File: config.mk
export PLATFORM = sky130hd
export DESIGN_NAME = tms_div
export DESIGN_NICKNAME = d
export VERILOG_FILES = /design/src/hw/rtl/tms_pkg.sv /design/src/hw/rtl/tms_div.sv
export SDC_FILE = /design/constraint.sdc
export NUM_CORES = 1
export LEC_CHECK = 0
export ABC_AREA = 1
export BUFFER_PORTS_ARGS = -buffer_cell sky130_fd_sc_hd__clkbuf_2
export CAP_MARGIN = 20
export CELL_PAD_IN_SITES_DETAIL_PLACEMENT = 0
export CELL_PAD_IN_SITES_GLOBAL_PLACEMENT = 2
export CORE_MARGIN = 8
export CORE_UTILIZATION = 34
export CTS_CLUSTER_SIZE = 40
export DETAILED_ROUTE_END_ITERATION = 12
export PLACE_DENSITY = 0.91
export SETUP_SLACK_MARGIN = 0.05
export SYNTH_ARGS = -nofsm -noshare
export SYNTH_HDL_FRONTEND = slang
export SYNTH_SLANG_ARGS = --single-unit
File: constraint.sdc
create_clock -name clk_i -period 4.1 [get_ports clk_i]
set_input_delay 0.205 -clock clk_i [delete_from_list [all_inputs] [get_ports clk_i]]
set_output_delay 0.205 -clock clk_i [all_outputs]
set_load 0.005 [all_outputs]
File: src/hw/rtl/tms_pkg.sv
// Shared types and constants for the tempo melody sequencer.
// No dependencies; every other file of the block refers to this package by scoped names.
`timescale 1ns / 1ps
`default_nettype none

package tms_pkg;

  // Field widths
  localparam int unsigned ACT_W   = 2;
  localparam int unsigned IDX_W   = 8;
  localparam int unsigned NOTE_W  = 16;
  localparam int unsigned DUR_W   = 8;
  localparam int unsigned GATE_W  = 19;
  localparam int unsigned TEMPO_W = 10;
  localparam int unsigned LEN_W   = 9;
  localparam int unsigned CHAN_W  = 6;
  localparam int unsigned CFG_IW  = 2;

  // Action codes
  localparam logic [ACT_W-1:0] ACT_TICK  = 2'd0;
  localparam logic [ACT_W-1:0] ACT_LOAD  = 2'd1;
  localparam logic [ACT_W-1:0] ACT_START = 2'd2;
  localparam logic [ACT_W-1:0] ACT_STOP  = 2'd3;

  // Configuration register indexes
  localparam logic [CFG_IW-1:0] CFG_TEMPO = 2'd0;
  localparam logic [CFG_IW-1:0] CFG_LEN   = 2'd1;
  localparam logic [CFG_IW-1:0] CFG_LOOP  = 2'd2;
  localparam logic [CFG_IW-1:0] CFG_CHAN  = 2'd3;

  // Reset values of the configuration registers
  localparam logic [TEMPO_W-1:0] TEMPO_RST = 10'd120;
  localparam logic [LEN_W-1:0]   LEN_RST   = 9'd1;

  // Serial divider geometry
  localparam int unsigned DIV_NW = 22;  // dividend and quotient bits
  localparam int unsigned DIV_DW = 10;  // divisor bits
  localparam int unsigned DIV_CW = 5;   // iteration counter bits

  // Whole note in ms times tempo, and the gate divisor
  localparam logic [DIV_NW-1:0] WHOLE_MS  = 22'd240000;
  localparam logic [DIV_DW-1:0] GATE_DIVS = 10'd10;

  typedef struct packed {
    logic              start;
    logic [DIV_NW-1:0] dividend;
    logic [DIV_DW-1:0] divisor;
  } div_req_t;

endpackage

`default_nettype wire

File: src/hw/rtl/tms_div.sv
// Bit-serial restoring divider, one quotient bit per cycle.
// Depends on tms_pkg (div_req_t and divider widths).
`timescale 1ns / 1ps
`default_nettype none

module tms_div (
  input  wire logic                         clk_i,
  input  wire logic                         rst_ni,
  input  wire tms_pkg::div_req_t            req_i,
  output logic                              done_o,
  output logic [tms_pkg::DIV_NW-1:0]        quot_o
);

  localparam int unsigned NW = tms_pkg::DIV_NW;
  localparam int unsigned DW = tms_pkg::DIV_DW;
  localparam int unsigned CW = tms_pkg::DIV_CW;

  logic          busy_q, busy_d;
  logic          done_q, done_d;
  logic [CW-1:0] cnt_q, cnt_d;
  logic [DW-1:0] rem_q, rem_d;
  logic [NW-1:0] quo_q, quo_d;   // dividend shifts out the top, quotient in the bottom
  logic [DW-1:0] dvs_q, dvs_d;

  logic [DW:0]   trial;
  logic [DW:0]   diff;
  logic          fits;

  assign trial = {rem_q, quo_q[NW-1]};
  assign diff  = trial - {1'b0, dvs_q};
  assign fits  = trial >= {1'b0, dvs_q};

  always_comb begin
    busy_d = busy_q;
    done_d = 1'b0;
    cnt_d  = cnt_q;
    rem_d  = rem_q;
    quo_d  = quo_q;
    dvs_d  = dvs_q;
    if (req_i.start) begin
      busy_d = 1'b1;
      cnt_d  = CW'(NW - 1);
      rem_d  = '0;
      quo_d  = req_i.dividend;
      dvs_d  = req_i.divisor;
    end else if (busy_q) begin
      rem_d = fits ? diff[DW-1:0] : trial[DW-1:0];
      quo_d = {quo_q[NW-2:0], fits};
      cnt_d = cnt_q - 1'b1;
      if (cnt_q == '0) begin
        busy_d = 1'b0;
        done_d = 1'b1;
      end
    end
  end

  always_ff @(posedge clk_i or negedge rst_ni) begin
    if (!rst_ni) begin
      busy_q <= 1'b0;
      done_q <= 1'b0;
      cnt_q  <= '0;
    end else begin
      busy_q <= busy_d;
      done_q <= done_d;
      cnt_q  <= cnt_d;
    end
  end

  always_ff @(posedge clk_i) begin
    rem_q <= rem_d;
    quo_q <= quo_d;
    dvs_q <= dvs_d;
  end

  assign done_o = done_q;
  assign quot_o = quo_q;

endmodule

`default_nettype wire
==> metrics <==
clock slew at reported path FFs 0.10 ns; layout cells sized above 1 21.4%; post-synth top area cell edfxtp_1; Yosys cell types 33; # rows 32; Mapped Area 0.00269 sq mm; Warnings, synthesis 0; critical path capture point rem_q[7]$_SDFFE_PP0P_; PD cells 556 mW/mm^2; slowest CP cell nor2_2; die width 105 microns; max-slew violations 0; via/cell ratio 4.40; ordered cell list for the critical path inv_1 -> ha_1 -> nand2_1 -> nand2_1 -> nand2_1 -> nand2_1 -> nor2_2 -> nand2_2 -> nand2_1 -> nand3_1 -> nand2_1; Area growth, synth to finish 17.6%; compound-gate portion of the synthesized area 3.86%; Yosys top cell area share 35.7%; TritonCTS buffer count 5; syn avg cell area 8.35 sq um; period utilization 51.2%; Pwr Total 1.76 mW; H-Tree Depth 2; largest family of logic cells by synthesized area simple AND/OR/NAND/NOR gates; CTS tree yes; Post-Synth Simple-Gate Area 30.5%; fill cell count 828; max_slew headroom 33.2%; register area share after synthesis 49.7%; Clock Tree Buf Depth 2; Hold Fails Final Rpt 0; r2r startpoint dvs_q[8]$_DFFE_PP_; status finished, final reports clean; Port Buffer Count 57; CTS Root Cell clkbuf_8; adder-cell area share of the yosys netlist 6.33%; RSZ-0062 raised after global routing no; Pre-antenna DRT Iters 4; startpoint types flip-flop; grt total ovfl 0; maximum number of pins on one net before global-route repair 36; Critical Path AT 2.35 ns; final WL 6140 microns; 1st-iter DRT viols 69; Synth area leaders edfxtp_1, nand2_1, dfxtp_1; Hold Crit Class in2reg; most used cell, CP nand2_1; number of max-cap violations 0; number of routed nets with antenna violations 0; Die Area 0.0110 sq mm; routed via count 2,118; Reg2Reg Depth 11; CP peak stage delay 0.51 ns; ant diodes 0; reg2reg end rem_q[7]$_SDFFE_PP0P_; Leak Pwr 1.65 nW; worst-skew pair later-pin latency 0.31 ns; fmax 476 MHz; initial antenna violation count 0; Setup crit start dvs_q[8]$_DFFE_PP_; final setup violation count 0; Total GRT Usage 11.3%; global-route wire length before repair 10,400 microns; routability congestion estimate 0.755; initial core utilization 35.0%; # IOs 58; post-synthesis mux area share 0%; Synth Area in XOR/XNOR 0.977%; setup TNS 0 ns; clock sink count 49; minimum clock period 2.10 ns; CORE AREA 0.00769 sq mm; Required @ worst endpoint 4.35 ns; syn nets 370; drt drc 0; Mapped Cells 322; nets@finish 426; vias in the first global route 2,265; # Post-CTS Setup Buffers 0; die height 105 microns; CP Class reg2reg; skew final 0.00672 ns; Slew @ Worst Pin 1.00 ns; Yosys reg bits 49; Final HPWL DP 4560 microns; CP Capture Type flip-flop; VDD IR max 172 uV; R2R setup slack 2.00 ns; average wire per standard cell 12.8 microns; Crit Path Max Fanout 13
[per-layer routing]
layer	global-route usage [%]	wire length [microns]	vias to the layer above
li1	-	-	1134
met1	14.7	3140	929
met2	17.2	2570	53
met3	4.12	393	2
met4	3.06	36	0
met5	0	0	-
[kinds of logic after synthesis]
kind of cell,Yosys count
AO/OA/AOI/OAI,16
XOR/XNOR,3
adder cells (fa/ha/maj),13
buffers and inverters,54
flip-flops,49
AND/OR/NAND/NOR,187
[stage by stage]
stage | worst slack [ns] | std cells | utilization [%] | hold slack [ns] | cell area [sq um]
after global placement | 1.72 | 472 | 39.5 | 0.0493 | 3040
after global routing | 1.72 | 481 | 41.2 | 0.0590 | 3160
after CTS | 1.96 | 481 | 41.2 | 0.0614 | 3160
after floorplan | 2.36 | 322 | - | -0.0906 | 2690
after detailed placement | 1.65 | 472 | 39.5 | 0.0547 | 3040
final | 2.00 | 481 | 41.2 | 0.0705 | 3160
[layout by cell type, fill, tap and decap left out, types with 3 or more instances in the layout]
master	netlist	final
a21oi_1	3	3
clkbuf_2	0	57
clkbuf_8	0	5
dfrtp_1	7	7
dfxtp_1	10	10
edfxtp_1	32	32
ha_1	12	12
inv_1	44	44
nand2_1	125	125
nand2_2	5	5
nand3_1	25	25
nand3b_1	6	6
nor2_1	13	13
nor2_2	3	3
o21ai_1	5	5
xnor2_1	3	3
[layout make-up]
class / instances / area, sq um / share of cell area, %
Tap cell: 102 / 128 / 4.03
Inverter: 45 / 169 / 5.34
Clock inverter: 3 / 47.5 / 1.50
Clock buffer: 5 / 68.8 / 2.17
Multi-Input combinational cell: 219 / 1120 / 35.4
Sequential cell: 49 / 1340 / 42.2
Timing Repair Buffer: 58 / 295 / 9.33
[worst max-delay path: cells and delay by family (launching register included)]
kind                     cells  cell delay (ns)
adder cells (fa/ha/maj)      1             0.34
buffers and inverters        1             0.04
flip-flops                   1             0.34
AND/OR/NAND/NOR              9             1.31
[flip-flops by register name, summed over array words and instances (netlist names)]
signal  flops
done_o      1
quot_o     22
busy_q      1
dvs_q      10
cnt_q       5
rem_q      10
[Yosys cell counts]
library cell	number
nor3_1	2
nand2_2	5
a21o_1	1
buf_6	2
clkbuf_4	1
a21oi_1	3
nand4_1	2
o21ai_0	2
clkbuf_1	4
nor2_2	3
nor2_1	13
nand3_1	25
clkinv_1	1
buf_8	1
dfrtp_1	7
o22ai_1	1
a21oi_4	1
nor3_2	1
nand3_2	2
o21ai_1	5
ha_1	12
nand3b_1	6
nor4_1	1
fa_1	1
nand2_4	2
nand2_1	125
a31oi_1	1
edfxtp_1	32
xnor2_1	3
inv_1	44
dfxtp_1	10
a21oi_2	2
buf_2	1
[power by group]
group / internal (mW) / total (mW) / switching, mW
Combinational: 0.285 / 0.714 / 0.429
Sequential: 0.615 / 0.677 / 0.0619
Clock: 0.187 / 0.368 / 0.181
Total: 1.09 / 1.76 / 0.672
[worst min path at each step]
stage,endpoint,cells past startpoint,startpoint
5_1_grt,dvs_q[7]$_DFFE_PP_,1,req_i[7]
4_1_cts,dvs_q[7]$_DFFE_PP_,1,req_i[7]
6_report,dvs_q[7]$_DFFE_PP_,1,req_i[7]
3_5_place_dp,cnt_q[2]$_DFFE_PN0P_,1,rst_ni
3_3_place_gp,cnt_q[4]$_DFFE_PN0P_,1,rst_ni
2_1_floorplan,busy_q$_DFF_PN0_,0,rst_ni
[what timing repair did]
item                      CTS  global route
resized for setup           0             0
hold endpoints to repair    7             0
hold buffers                1             0
Note: power is estimated with default switching activity, not from simulation.
